`src/sv/fgn_pkg.sv`:
```
package fgn_pkg;

    // Fixed-point format of the datapath.
    localparam int FRAC_BITS  = 16;
    localparam int TABLE_SIZE = 256;
    localparam int IDX_W      = $clog2(TABLE_SIZE);

    // Widths sized for up to sixteen octaves.
    localparam int W_W    = FRAC_BITS + 1;
    localparam int ACC_W  = 2 * FRAC_BITS + 5;
    localparam int WSUM_W = FRAC_BITS + 5;
    localparam int Q_W    = FRAC_BITS + 1;
    localparam int CNT_W  = 5;

    localparam logic [W_W-1:0] ONE_Q = W_W'(1) << FRAC_BITS;

    // Configuration register indexes.
    typedef enum logic [1:0] {
        REG_BASE_FREQ  = 2'd0,
        REG_BASE_AMP   = 2'd1,
        REG_OCT_COUNT  = 2'd2,
        REG_PERSIST    = 2'd3
    } cfg_reg_t;

    // Configuration after range clamping, shared by all octave cells.
    typedef struct packed {
        logic [23:0]      base_freq;
        logic [W_W-1:0]   pers;
        logic [CNT_W-1:0] n_oct;
    } cfg_t;

    // Data that travels from one octave cell to the next.
    typedef struct packed {
        logic               valid;
        logic [2:0][31:0]   coord;
        logic [ACC_W-1:0]   acc;
        logic [WSUM_W-1:0]  wsum;
        logic [W_W-1:0]     w;
    } pass_t;

    // Data that travels through the divider cells.
    typedef struct packed {
        logic              valid;
        logic [ACC_W-1:0]  rem;
        logic [WSUM_W-1:0] den;
        logic [Q_W-1:0]    q;
    } div_t;

    localparam logic [7:0] PERM_ROM [TABLE_SIZE] = '{
        8'd151, 8'd160, 8'd137, 8'd91,  8'd90,  8'd15,  8'd131, 8'd13,
        8'd201, 8'd95,  8'd96,  8'd53,  8'd194, 8'd233, 8'd7,   8'd225,
        8'd140, 8'd36,  8'd103, 8'd30,  8'd69,  8'd142, 8'd8,   8'd99,
        8'd37,  8'd240, 8'd21,  8'd10,  8'd23,  8'd190, 8'd6,   8'd148,
        8'd247, 8'd120, 8'd234, 8'd75,  8'd0,   8'd26,  8'd197, 8'd62,
        8'd94,  8'd252, 8'd219, 8'd203, 8'd117, 8'd35,  8'd11,  8'd32,
        8'd57,  8'd177, 8'd33,  8'd88,  8'd237, 8'd149, 8'd56,  8'd87,
        8'd174, 8'd20,  8'd125, 8'd136, 8'd171, 8'd168, 8'd68,  8'd175,
        8'd74,  8'd165, 8'd71,  8'd134, 8'd139, 8'd48,  8'd27,  8'd166,
        8'd77,  8'd146, 8'd158, 8'd231, 8'd83,  8'd111, 8'd229, 8'd122,
        8'd60,  8'd211, 8'd133, 8'd230, 8'd220, 8'd105, 8'd92,  8'd41,
        8'd55,  8'd46,  8'd245, 8'd40,  8'd244, 8'd102, 8'd143, 8'd54,
        8'd65,  8'd25,  8'd63,  8'd161, 8'd1,   8'd216, 8'd80,  8'd73,
        8'd209, 8'd76,  8'd132, 8'd187, 8'd208, 8'd89,  8'd18,  8'd169,
        8'd200, 8'd196, 8'd135, 8'd130, 8'd116, 8'd188, 8'd159, 8'd86,
        8'd164, 8'd100, 8'd109, 8'd198, 8'd173, 8'd186, 8'd3,   8'd64,
        8'd52,  8'd217, 8'd226, 8'd250, 8'd124, 8'd123, 8'd5,   8'd202,
        8'd38,  8'd147, 8'd118, 8'd126, 8'd255, 8'd82,  8'd85,  8'd212,
        8'd207, 8'd206, 8'd59,  8'd227, 8'd47,  8'd16,  8'd58,  8'd17,
        8'd182, 8'd189, 8'd28,  8'd42,  8'd223, 8'd183, 8'd170, 8'd213,
        8'd119, 8'd248, 8'd152, 8'd2,   8'd44,  8'd154, 8'd163, 8'd70,
        8'd221, 8'd153, 8'd101, 8'd155, 8'd167, 8'd43,  8'd172, 8'd9,
        8'd129, 8'd22,  8'd39,  8'd253, 8'd19,  8'd98,  8'd108, 8'd110,
        8'd79,  8'd113, 8'd224, 8'd232, 8'd178, 8'd185, 8'd112, 8'd104,
        8'd218, 8'd246, 8'd97,  8'd228, 8'd251, 8'd34,  8'd242, 8'd193,
        8'd238, 8'd210, 8'd144, 8'd12,  8'd191, 8'd179, 8'd162, 8'd241,
        8'd81,  8'd51,  8'd145, 8'd235, 8'd249, 8'd14,  8'd239, 8'd107,
        8'd49,  8'd192, 8'd214, 8'd31,  8'd181, 8'd199, 8'd106, 8'd157,
        8'd184, 8'd84,  8'd204, 8'd176, 8'd115, 8'd121, 8'd50,  8'd45,
        8'd127, 8'd4,   8'd150, 8'd254, 8'd138, 8'd236, 8'd205, 8'd93,
        8'd222, 8'd114, 8'd67,  8'd29,  8'd24,  8'd72,  8'd243, 8'd141,
        8'd128, 8'd195, 8'd78,  8'd66,  8'd215, 8'd61,  8'd156, 8'd180
    };

    function automatic logic [7:0] perm_at(input logic [IDX_W-1:0] idx);
        return PERM_ROM[idx];
    endfunction

    // Dot product of the corner offset with the cube-edge gradient that the hash selects.
    function automatic logic signed [19:0] grad_dot(
        input logic [3:0]         h,
        input logic signed [17:0] x,
        input logic signed [17:0] y,
        input logic signed [17:0] z
    );
        logic signed [19:0] u;
        logic signed [19:0] v;
        u = (h < 4'd8) ? 20'(x) : 20'(y);
        if (h < 4'd4) begin
            v = 20'(y);
        end else if (h == 4'd12 || h == 4'd14) begin
            v = 20'(x);
        end else begin
            v = 20'(z);
        end
        return (h[0] ? -u : u) + (h[1] ? -v : v);
    endfunction

endpackage

```
`src/sv/fgn_div_cell.sv`:
```
module fgn_div_cell
    import fgn_pkg::*;
#(
    parameter int BIT = 0
) (
    input  logic aclk,
    input  logic aresetn,
    input  logic en,
    input  div_t in_d,
    output div_t out_d
);

    div_t               d_reg;
    logic [ACC_W:0]     trial;
    logic [Q_W-1:0]     q_next;
    logic [ACC_W-1:0]   rem_next;

    // One restoring step: subtract the shifted divisor if it fits.
    always_comb begin
        trial    = {1'b0, in_d.rem} - ((ACC_W+1)'(in_d.den) << BIT);
        q_next   = in_d.q;
        rem_next = in_d.rem;
        if (!trial[ACC_W]) begin
            rem_next    = trial[ACC_W-1:0];
            q_next[BIT] = 1'b1;
        end
    end

    // Stage register; only the valid bit is reset.
    always_ff @(posedge aclk) begin
        if (en) begin
            d_reg.rem <= rem_next;
            d_reg.den <= in_d.den;
            d_reg.q   <= q_next;
        end
        if (!aresetn) begin
            d_reg.valid <= 1'b0;
        end else if (en) begin
            d_reg.valid <= in_d.valid;
        end
    end

    assign out_d = d_reg;

endmodule
```
`config.mk`:
```
export PLATFORM = sky130hd
export DESIGN_NAME = fgn_div_cell
export DESIGN_NICKNAME = d
export VERILOG_FILES = /design/src/sv/fgn_pkg.sv /design/src/sv/fgn_div_cell.sv
export SDC_FILE = /design/constraint.sdc
export NUM_CORES = 1
export LEC_CHECK = 0
export BUFFER_PORTS_ARGS = -buffer_cell sky130_fd_sc_hd__buf_2
export CORE_UTILIZATION = 40
export DETAILED_ROUTE_END_ITERATION = 8
export GPL_TIMING_DRIVEN = 0
export PLACE_DENSITY = 0.69
export SYNTH_ARGS = -nofsm -noshare
export SYNTH_HDL_FRONTEND = slang
export SYNTH_SLANG_ARGS = --single-unit
```
`constraint.sdc`:
```
create_clock -name aclk -period 2.27 [get_ports aclk]
set_input_delay 0 -clock aclk [delete_from_list [all_inputs] [get_ports aclk]]
set_output_delay 0 -clock aclk [all_outputs]
set_load 0.01 [all_outputs]
```
Word-level counts from Yosys, hierarchy flattened
Index checks and enable logic that the tools add are counted.
Widths: inputs -> output; s select.
{ "word_totals": {"regBits": 76, "input_bits": 79, "out_inout_bits": 76, "elab_cells": 7} }
{ "op_classes": {"add_sub_neg": 1, "mux": 1} }
{ "op_table": {"columns": ["op", "count"], "rows": [
  ["$sub 37x21->38", 1],
  ["$mux 37", 1]
]} }

Logic depth before layout (Yosys ltp)
Gate-level depths: netlist of the first run.
{ "logic_depth": {"ltp_word": 2, "ltp_mapped": 13, "mapped_depth_nobuf": 10} }

Worst setup path after synthesis of the first run
OpenSTA, ideal clock, no wires.
{ "synth_path": {"path_kind": "in2reg", "start": "in in_d[38] (netlist bit)", "end": "reg d_reg, in the netlist out_d[72] (data pin)", "setup_ns": 0.272, "t_arrival_ns": 1.965, "required_ns": 1.998, "setup_slack_ns": 0.033, "cell_stages": 10, "n_path_buf": 0, "cell_sequence": "inv_1 > ha_1 > fa_1 > nor2b_1 > o2111ai_1 > nand2_1 > a211oi_1 > a2111oi_0 > a2111oi_2 > xor2_1"} }
{ "synth_via": {"elab_chain_cells": 2} }
{ "synth_rtl": {"columns": ["element", "line", "rtl"], "rows": [
  ["start, declared", "fgn_div_cell.sv:9", "input div_t in_d,"],
  ["$sub 37x21->38", "fgn_div_cell.sv:20", "trial = {1'b0, in_d.rem} - ((ACC_W+1)'(in_d.den) << BIT);"],
  ["$mux 37", "fgn_div_cell.sv:23", "if (!trial[ACC_W]) begin"],
  ["net rem_next[34]", "fgn_div_cell.sv:16", "logic [ACC_W-1:0] rem_next;"],
  ["end, declared", "fgn_div_cell.sv:13", "div_t d_reg;"]
]} }
The timed path passes the listed nets, and every way through them passes these cells.
A chain may end at the register's enable or synchronous reset.

Worst setup path in the final report of the first run
{ "layout_path": {"start": "in in_d[18] (netlist bit)", "end": "reg d_reg, in the netlist out_d[60] (data pin)"} }
Same word-level chain as after synthesis.

==> metrics.md, run 1 <==
| Metric | Value |
|---|---|
| # setup viols final | `0` |
| Max clock buf depth | `2` |
| Via-per-instance ratio | `4.991` |
| Full die area | `11110 sq um` |
| Async SR Flop Fraction | `0%` |
| Synthesized Nets | `474` |
| Pre-antenna DRT Iters | `4` |
| Core area | `10320 sq um` |
| Clk pin slew, worst setup/hold paths | `0.09 ns` |
| Cell accounting for the most synthesized area | `edfxtp_1` |
| Gr ovfl total | `0` |
| Slew Limit Fails | `0` |
| Maximum VDD drop | `329.3 uV` |
| Seq cells post-synth | `76` |
| RSZ-0062 raised after global routing | `yes` |
| Simple-Gate Fraction of Synth Area | `13.25%` |
| Max-cap violations | `0` |
| Synth Warn # | `0` |
| Dpl cell area | `5220 sq um` |
| Endpoints failing hold | `0` |
| Syn avg cell area | `11.47 sq um` |
| CTS tree | `yes` |
| I/O pin cnt | `155` |
| Largest fanout on the critical path | `9` |
| Period utilization | `98.42%` |
| Synthesized cell area | `4277 sq um` |
| Crit. End Element | `flop` |
| IO Port Bufs | `154` |
| Ys flop type | `edfxtp_1` |
| Initial core utilization | `41.43%` |
| Largest net degree at the start of global routing | `77` |
| Synth-to-Final Area Change | `47.19%` |
| Synth area leaders | `edfxtp_1, ha_1, a21oi_1` |
| Final core occ | `60.97%` |
| Cells after synthesis | `373` |
| Crit Path Category | `in2reg` |
| Routed WL per cell | `15.22 microns` |
| Synth cell types | `59` |
| Design Area, Final | `6295 sq um` |
| Clock Skew | `0 ns` |
| Worst EP arrival | `2.36 ns` |
| # diodes | `0` |
| Largest family of logic cells by synthesized area | `compound AO/OA/AOI/OAI gates` |
| Final ANT Viol Nets | `0` |
| Hpwl dp | `7783 microns` |
| Via count | `3763` |
| WL final | `11480 microns` |
| Max reg flops | `76` |
| Sequential share of the synthesized area | `53.13%` |
| Commonest cells post-synth | `edfxtp_1, a21oi_1, inv_1, nor2_1, ha_1` |
| Die height | `105.4 microns` |
| Post-synth EDFFs | `75` |
| Clk_lat worst skew | `0.37 ns` |
| Leak | `2.691 nW` |
| CTS H-tree lvls | `3` |
| Fraction of layout cells with a size suffix above 1 | `36.89%` |
| Clk sinks | `76` |
| Final Wtd Congestion | `0.8423` |
| Tot Pwr | `3.978 mW` |
| Worst-Margin Slew | `0.9914 ns` |
| TritonCTS Buffers | `9` |
| PD cells | `631.9 nW/um^2` |
| Hold Crit Class | `in2reg` |
| Most common cell in the netlist | `edfxtp_1` |
| Final nets | `714` |
| First-pass GRT wire length | `18600 microns` |
| CTS root buf | `clkbuf_8` |
| Hold WS | `0.01052 ns` |
| Initial antenna violation count | `0` |
| FMAX | `447.6 MHz` |
| Vias in the first global route | `3801` |
| Violation count after the first detailed-route iteration | `206` |
| Status | `finished clean` |
| Total negative slack | `0 ns` |
| Final worst path period need | `2.234 ns` |
| Total GRT Usage | `21.49%` |
| Core Rows | `37` |
| CP Launch Type | `input port` |
| Synth Area in Compound Gates | `14.80%` |
| Die W | `105.4 microns` |
| Residual DRC | `0` |
| Adder and majority cell fraction of the synthesized area | `6.612%` |
| Critical path data required time | `2.40 ns` |
| Post-synthesis mux area share | `0.2341%` |
| Yosys top cell area share | `52.66%` |
| Post-synthesis xor/xnor area fraction | `6.934%` |
| Worst slew margin | `33.91%` |
-- power breakdown --
part / internal, mW / leakage (nW) / total, mW / switching, mW
sequential: 1.72 / 0.743 / 1.75 / 0.0318
clock: 0.738 / 0.116 / 1.29 / 0.556
combinational: 0.435 / 1.83 / 0.934 / 0.499
-- final timing paths --
path | depth (start not counted) | startpoint | slack [ns] | endpoint
setup / recovery | 12 | in_d[18] | 0.04 | out_d[60]
hold / removal | 2 | in_d[59] | 0.01 | out_d[59]
hold reg to reg | 3 | out_d[75] | 1.08 | out_d[75]
setup reg to reg | 3 | out_d[75] | 1.11 | out_d[75]
-- layout make-up --
cell class / instances / area [sq um]
buffer: 15 / 117.6
clock buffer: 9 / 123.9
clock inverter: 7 / 122.6
fill: 860 / 4029
inverter: 27 / 101.3
multi-input combinational: 255 / 1873
sequential: 76 / 2272
tap: 136 / 170.2
timing repair buffer: 229 / 1514
-- routing by layer --
layer / global-route usage [%] / vias up / routed length (microns)
met1: 27.94 / 1764 / 5164
met4: 9.457 / 0 / 262
met2: 34.92 / 119 / 5509
met5: 0 / - / 0
met3: 4.020 / 21 / 543
li1: - / 1859 / -
-- stage by stage --
| stage | std cells | worst slack (ns) |
|---|---|---|
| finish | 754 | 0.03597 |
| global placement | 663 | -0.6231 |
| CTS | 750 | 0.02241 |
| global route | 754 | -0.07730 |
| floorplan | 373 | 0.03295 |
| detailed placement | 663 | -0.6461 |
-- cells by family (layout without fill, tap and decap cells) --
group           count (synthesis)  in the layout
compound gates                 95             95
xor+xnor                       33             33
fa+ha+maj                      22             22
buf+inv                        42            287
flops                          76             76
mux                             1              1
simple gates                  104            104
-- timing repair --
action	in CTS	in global routing
endpoints found under the setup margin	7	33
resized for setup	3	16
cloned	0	0
setup buffers	0	4
pin swaps	0	4
hold buffers	71	0
endpoints found under the hold margin	70	0
-- worst max-delay path, cell delays in order --
cell and delay (ns):
buf_2 0.11, inv_1 0.05, ha_1 0.26, nor2b_1 0.20
o2111ai_2 0.16, a21oi_2 0.26, o211ai_1 0.13, buf_4 0.17
a22o_2 0.21, buf_6 0.15, or4_4 0.52, xnor2_2 0.14
-- layout by cell type (no fill, tap or decap), types with 3 or more instances in the layout --
cell / synthesis / routed
o21ai_2: 6 / 6
buf_4: 0 / 5
nand4_1: 3 / 3
or4_1: 3 / 3
a21oi_2: 2 / 3
nand2_1: 19 / 19
a31oi_1: 5 / 4
o21a_1: 7 / 7
o21ai_1: 3 / 3
nor3_1: 9 / 8
clkbuf_8: 0 / 9
o21ai_0: 13 / 13
nand2_2: 6 / 6
nand3_1: 6 / 5
a2111oi_2: 2 / 3
dlygate4sd3_1: 0 / 71
nand2b_1: 6 / 6
or3_1: 4 / 4
nor3_2: 2 / 3
ha_1: 21 / 19
a21oi_1: 33 / 32
a21o_1: 3 / 3
xnor2_1: 14 / 14
xor2_1: 18 / 18
buf_2: 7 / 159
bufinv_16: 0 / 3
inv_1: 27 / 27
nor2_1: 26 / 26
nor4_1: 5 / 5
edfxtp_1: 75 / 75
Power figures use the tool's default switching activity.
==> run 2, diff against run 1 <==
PLACE_DENSITY = 0.67   (was 0.69)
clock period = 2.21 ns   (was 2.27 ns; I/O delays follow)
==> run 2 against run 1 <==
  * Sequential power increased by 3%
  * Utilization grew 0.18 points
  * Critical path depth stayed put
  * Via count is 0.50% lower
  * Flip-flop and latch count is the same
  * Largest power group unchanged
==> metrics.md, run 2 (synthesized netlist as in run 1, its figures left out) <==
| Metric | Value |
|---|---|
| Final ANT Viol Nets | `0 (unchanged)` |
| Status | `finished clean (unchanged)` |
| Synth-to-Final Area Change | `47.63% (was 47.19%)` |
| CTS H-tree lvls | `3 (unchanged)` |
| Placed cell count | `664 (was 663)` |
| Violation count after the first detailed-route iteration | `210 (was 206)` |
| Routed WL per cell | `14.89 microns (was 15.22 microns)` |
| CP Launch Type | `input port (unchanged)` |
| Pre-CTS setup slack | `-0.4550 ns (was -0.6461 ns)` |
| PD cells | `647.6 nW/um^2 (was 631.9 nW/um^2)` |
| Max-cap violations | `0 (unchanged)` |
| Final worst path period need | `2.163 ns` |
| Pre-antenna DRT Iters | `5 (was 4)` |
| Most frequent cells in the layout | `buf_2, edfxtp_1, dlygate4sd3_1 (unchanged)` |
| Final setup margin | `0.04700 ns (was 0.03597 ns)` |
| Non-Filler Instances | `749 (was 754)` |
| Fraction of layout cells with a size suffix above 1 | `38.34% (was 36.89%)` |
| Core Rows | `37 (unchanged)` |
| Clock Skew | `0 ns (unchanged)` |
| TritonCTS Buffers | `9 (unchanged)` |
| FMAX | `462.3 MHz` |
| Via-per-instance ratio | `4.999 (was 4.991)` |
| Largest fanout on the critical path | `9 (unchanged)` |
| Commonest non-fill, non-tap cell in the layout | `buf_2 (unchanged)` |
| Worst slew margin | `65.89% (was 33.91%)` |
| Max clock buf depth | `2 (unchanged)` |
| Die W | `105.4 microns (unchanged)` |
| Worst EP arrival | `2.28 ns (was 2.36 ns)` |
| Slew Limit Fails | `0 (unchanged)` |
| IO Port Bufs | `154 (unchanged)` |
| Largest delay share family, worst path | `compound AO/OA/AOI/OAI gates (unchanged)` |
| CTS tree | `yes (unchanged)` |
| CP max stage cell | `or4_4 (unchanged)` |
| Critical path data required time | `2.33 ns (was 2.40 ns)` |
| Crit. End Element | `flop (unchanged)` |
| Footprint of the multi-input gates | `1918 sq um (was 1873 sq um)` |
| Crit Path Category | `in2reg (unchanged)` |
| Hold WS | `0.01218 ns (was 0.01052 ns)` |
| Initial antenna violation count | `0 (unchanged)` |
| Hold Crit Class | `in2reg (unchanged)` |
| Endpoints failing hold | `0 (unchanged)` |
| WL final | `11160 microns (was 11480 microns)` |
| Clk sinks | `76 (unchanged)` |
| Worst path bufs/invs | `4 (unchanged)` |
| Largest net degree at the start of global routing | `52 (was 77)` |
| Residual DRC | `0 (unchanged)` |
| Reg area | `2272 sq um (unchanged)` |
| Full die area | `11110 sq um (unchanged)` |
| Vias in the first global route | `3555 (was 3801)` |
| Via count | `3744 (was 3763)` |
| Die height | `105.4 microns (unchanged)` |
| Worst-Margin Slew | `0.5050 ns (was 0.9914 ns)` |
| Slowest cell delay on critical path | `0.53 ns (was 0.52 ns)` |
| Hpwl dp | `7674 microns (was 7783 microns)` |
| Final nets | `709 (was 714)` |
| CTS root buf | `clkbuf_8 (unchanged)` |
| Total GRT Usage | `20.41% (was 21.49%)` |
| First-pass GRT wire length | `17480 microns (was 18600 microns)` |
| Clk_lat worst skew | `0.36 ns (was 0.37 ns)` |
| Clk pin slew, worst setup/hold paths | `0.09 ns (about the same)` |
| Cells along the critical path | `buf_2 > inv_1 > ha_1 > nor2b_2 > o2111ai_2 > a21oi_2 > o211ai_1 > buf_4 > a22o_2 > buf_6 > or4_4 > xnor2_2 (was buf_2 > inv_1 > ha_1 > nor2b_1 > o2111ai_2 > a21oi_2 > o211ai_1 > buf_4 > a22o_2 > buf_6 > or4_4 > xnor2_2)` |
| I/O pin cnt | `155 (unchanged)` |
| Initial core utilization | `41.43% (unchanged)` |
| Core area | `10320 sq um (unchanged)` |
| Gr ovfl total | `0 (unchanged)` |
| # setup viols final | `0 (unchanged)` |
| Period utilization | `97.87%` |
| Maximum VDD drop | `338.8 uV (was 329.3 uV)` |
| # diodes | `0 (unchanged)` |
| Fillers | `819 (was 860)` |
| Total negative slack | `0 ns (unchanged)` |
| Max reg flops | `76 (unchanged)` |
| Final Wtd Congestion | `0.8737 (was 0.8423)` |
| Leak | `2.685 nW (was 2.691 nW)` |
-- run 2: path summary, 6_finish.rpt --
path              slack [ns]       from        end  cells after the start
setup / recovery        0.05   in_d[18]  out_d[60]                     12
hold reg to reg         1.07  out_d[75]  out_d[75]                      3
setup reg to reg        1.06  out_d[75]  out_d[75]                      3
hold / removal          0.01   in_d[46]  out_d[46]                      3
-- run 2: timing repair --
action | 4_1_cts | 5_1_grt
gates resized for setup | 2 | 21
endpoints found under the setup margin | 7 | 32
pin swaps | 1 | 5
hold endpoints to repair | 63 | 0
setup buffers | 1 | 4
hold buffers | 64 | 0
-- run 2: layer usage --
metal  global-route usage [%]  routed length, microns  up-vias
met5                        0                       0        -
met1                    27.13                    5067     1750
met3                    3.154                     525       23
met2                    32.57                    5287      125
met4                    9.859                     276        0
li1                         -                       -     1846
-- run 2: area by class of cell --
class / instances / share of cell area, %
sequential: 76 / 35.99
multi-input combinational: 255 / 30.38
timing repair buffer: 224 / 23.42
tap: 136 / 2.695
buffer: 15 / 2.002
clock buffer: 9 / 1.962
clock inverter: 7 / 1.942
inverter: 27 / 1.605
-- run 2: where the power goes --
group	leakage, nW	total [mW]	internal (mW)	switching, mW
logic	1.83	0.976	0.458	0.517
clock network	0.116	1.32	0.758	0.560
registers	0.743	1.80	1.76	0.0321
-- run 2: per-stage QoR --
step / util [%] / total power, mW / instance area [sq um]
floorplan: - / 2.317 / 4299
finish: 61.16 / 4.088 / 6314
global route: 61.16 / 4.252 / 6314
global placement: 50.76 / 2.644 / 5240
detailed placement: 51.05 / 2.657 / 5270
CTS: 59.84 / 4.063 / 6177
-- run 2: worst reg2reg max path: stages (launching register included) --
cell and delay, ns:
dfxtp_1 0.32, mux2i_1 0.12, nor2b_1 0.05, dlygate4sd3_1 0.55
==> run 3, diff against run 2 <==
ABC_AREA = 1   (was unset)
PLACE_DENSITY = 0.65   (was 0.67)
SETUP_SLACK_MARGIN = 0.1   (was unset)
==> run 3 against run 2 <==
  * The flow now finishes with violations (design-rule violations)
  * Die area rose by 13%
  * Critical path depth decreased by 1
  * Synthesized cell count grew 64%
  * Synthesized area grew 14%
  * Clock skew did not move
  * Worst hold slack gained 0.016 ns
  * First-iteration DRC count grew 52%
  * Final cell count increased by 32%
  * Power up 9.4%
  * Critical endpoint is now out_d[45]
==> metrics.md, run 3 <==
| Metric | Value |
|---|---|
| TritonCTS Buffers | `9 (unchanged)` |
| Post-synth EDFFs | `75 (unchanged)` |
| Adder and majority cell fraction of the synthesized area | `5.825% (was 6.612%)` |
| Crit. End Element | `flop (unchanged)` |
| Period utilization | `87.11% (was 97.87%)` |
| Yosys top cell area share | `46.39% (was 52.66%)` |
| Synth area leaders | `edfxtp_1, nand2_1, inv_1 (was edfxtp_1, ha_1, a21oi_1)` |
| Post-synthesis mux area share | `0% (was 0.2341%)` |
| Maximum VDD drop | `394.7 uV (was 338.8 uV)` |
| Worst EP arrival | `2.00 ns (was 2.28 ns)` |
| CTS tree | `yes (unchanged)` |
| Routed WL per cell | `15.22 microns (was 14.89 microns)` |
| Largest net degree at the start of global routing | `78 (was 52)` |
| Synthesized Nets | `711 (was 474)` |
| Slew Limit Fails | `0 (unchanged)` |
| Synth-to-Final Area Change | `39.85% (was 47.63%)` |
| Full die area | `12580 sq um (was 11110 sq um)` |
| FMAX | `519.4 MHz (was 462.3 MHz)` |
| Die W | `112.2 microns (was 105.4 microns)` |
| Violation count after the first detailed-route iteration | `319 (was 210)` |
| Most common cell in the netlist | `nand2_1 (was edfxtp_1)` |
| Post-synthesis xor/xnor area fraction | `2.706% (was 6.934%)` |
| CTS root buf | `clkbuf_16 (was clkbuf_8)` |
| GR peak layer | `met2 (unchanged)` |
| Total GRT Usage | `25.15% (was 20.41%)` |
| Max reg flops | `76 (unchanged)` |
| Commonest cells post-synth | `nand2_1, inv_1, edfxtp_1, nor2_1, nand3_1 (was edfxtp_1, a21oi_1, inv_1, nor2_1, ha_1)` |
| Crit Path Category | `in2reg (unchanged)` |
| Endpoints failing hold | `0 (unchanged)` |
| Hpwl dp | `11480 microns (was 7674 microns)` |
| Largest fanout on the critical path | `10 (was 9)` |
| Clock Skew | `0 ns (unchanged)` |
| Final Wtd Congestion | `0.8509 (was 0.8737)` |
| Largest family of logic cells by synthesized area | `simple AND/OR/NAND/NOR gates (was compound AO/OA/AOI/OAI gates)` |
| Critical path data required time | `2.29 ns (was 2.33 ns)` |
| Cells after synthesis | `610 (was 373)` |
| Simple-Gate Fraction of Synth Area | `27.86% (was 13.25%)` |
| Pre-CTS setup slack | `-0.1412 ns (was -0.4550 ns)` |
| Met2 GRT Util | `43.23% (was 32.57%)` |
| # setup viols final | `0 (unchanged)` |
| Clk sinks | `76 (unchanged)` |
| Fillers | `1091 (was 819)` |
| Fraction of layout cells with a size suffix above 1 | `23.72% (was 38.34%)` |
| Residual DRC | `15 (was 0)` |
| Ys flop type | `edfxtp_1 (unchanged)` |
| I/O pin cnt | `155 (unchanged)` |
| Hold Crit Class | `in2reg (unchanged)` |
| Core area | `11610 sq um (was 10320 sq um)` |
| First-pass GRT wire length | `24010 microns (was 17480 microns)` |
| Async SR Flop Fraction | `0% (unchanged)` |
| Initial antenna violation count | `0 (unchanged)` |
| WL final | `15010 microns (was 11160 microns)` |
| Worst slew margin | `35.43% (was 65.89%)` |
| PD cells | `658.5 nW/um^2 (was 647.6 nW/um^2)` |
| Leak | `3.259 nW (was 2.685 nW)` |
| Final setup margin | `0.2849 ns (was 0.04700 ns)` |
| Synthesized cell area | `4855 sq um (was 4277 sq um)` |
| Final nets | `939 (was 709)` |
| Cell accounting for the most synthesized area | `edfxtp_1 (unchanged)` |
| Seq cells post-synth | `76 (unchanged)` |
| Via count | `4791 (was 3744)` |
| CP Launch Type | `input port (unchanged)` |
| Failing checks | `design-rule violations` |
| Synth Warn # | `0 (unchanged)` |
| Via-per-instance ratio | `4.859 (was 4.999)` |
| Most frequent cells in the layout | `nand2_1, buf_2, inv_1 (was buf_2, edfxtp_1, dlygate4sd3_1)` |
| Gr ovfl total | `0 (unchanged)` |
| Final worst path period need | `1.925 ns (was 2.163 ns)` |
| CTS H-tree lvls | `3 (unchanged)` |
| Synth Area in Compound Gates | `7.577% (was 14.80%)` |
| Clk pin slew, worst setup/hold paths | `0.06 ns (was 0.09 ns)` |
| Commonest non-fill, non-tap cell in the layout | `nand2_1 (was buf_2)` |
| # diodes | `0 (unchanged)` |
| Total negative slack | `0 ns (unchanged)` |
| Worst-Margin Slew | `0.9686 ns (was 0.5050 ns)` |
| Max clock buf depth | `2 (unchanged)` |
| Synth cell types | `31 (was 59)` |
| Met3 GRT Util | `4.320% (was 3.154%)` |
| Syn avg cell area | `7.958 sq um (was 11.47 sq um)` |
| Final ANT Viol Nets | `0 (unchanged)` |
| Max-cap violations | `0 (unchanged)` |
| RSZ-0062 raised after global routing | `no` |
| Initial core utilization | `41.80% (was 41.43%)` |
| Core Rows | `39 (was 37)` |
| Pre-antenna DRT Iters | `7 (was 5)` |
| Met1 Use GR | `32.88% (was 27.13%)` |
| Clk_lat worst skew | `0.34 ns (was 0.36 ns)` |
| Status | `finished, violations left (was finished clean)` |
| Setup bufs post-CTS | `0 (was 1)` |
| Die height | `112.2 microns (was 105.4 microns)` |
| IO Port Bufs | `154 (unchanged)` |
| Vias in the first global route | `4827 (was 3555)` |
| Sequential share of the synthesized area | `46.80% (was 53.13%)` |
-- run 3: cell count changes after synthesis, sizes merged, moves of 6 or more --
cell | previous run | this run
nand2 | 25 | 198
inv | 27 | 108
nand3 | 6 | 41
nor2 | 26 | 51
xor2 | 18 | 1
nand4 | 3 | 13
o21a | 7 | 0
a21oi | 35 | 29
nand2b | 6 | 0
o21ai | 22 | 28
-- run 3: routing by layer --
layer / part of all wire, % / up-vias
met5: 0 / -
met4: 1.1 / 0
met3: 5.1 / 10
met2: 47 / 146
met1: 46 / 2193
li1: - / 2442
-- run 3: worst paths after layout --
| check | start | endpoint | slack (ns) | cells after the start |
|---|---|---|---|---|
| max | in_d[63] | out_d[45] | 0.28 | 11 |
| min | in_d[73] | out_d[73] | 0.03 | 3 |
| max reg2reg | out_d[75] | out_d[75] | 0.98 | 3 |
| min reg2reg | out_d[75] | out_d[75] | 1.11 | 3 |
-- run 3: logic make-up after synthesis --
kind of cell             Yosys count
AO/OA/AOI/OAI                     63
flip-flops                        76
XOR/XNOR                          15
buffers and inverters            114
adder cells (fa/ha/maj)           22
AND/OR/NAND/NOR                  320
-- run 3: final cells by class --
class,instances,area (sq um),area share [%]
tap,143,178.9,2.635
clock buffer,10,229.0,3.373
clock inverter,6,111.4,1.640
buffer,6,47.55,0.7003
sequential,76,2272,33.47
inverter,108,405.4,5.971
timing repair buffer,217,1404,20.68
multi-input combinational,420,2141,31.53
-- run 3: repair_timing --
action | 4_1_cts | 5_1_grt
endpoints found under the setup margin | 0 | 34
hold buffers | 63 | 0
hold endpoints to repair | 62 | 0
resized for setup | 0 | 5
-- run 3: report_power, final --
group          switching (mW)  internal, mW  leakage, nW
combinational           0.576         0.408         2.35
clock                   0.583          1.10        0.165
sequential             0.0339          1.76        0.743
-- run 3: stage by stage --
step | utilization, % | instance area, sq um | hold slack [ns] | power [mW] | cells
floorplan | - | 4855 | 0.09346 | 2.337 | 610
global placement | 49.98 | 5804 | 0.1763 | 2.706 | 907
detailed placement | 50.00 | 5807 | 0.1785 | 2.718 | 907
CTS | 58.36 | 6778 | 0.02326 | 4.498 | 986
global route | 58.46 | 6789 | 0.04863 | 4.687 | 986
finish | 58.46 | 6789 | 0.02838 | 4.471 | 986
-- run 3: critical path, cell delays in order --
cell and delay (ns):
dlygate4sd3_1 0.54, buf_2 0.14, inv_2 0.08, nand2_1 0.11, nor2_2 0.15, nand2_1 0.09
nor2_1 0.19, nand4_1 0.17, inv_2 0.11, buf_2 0.27, o21ai_0 0.13
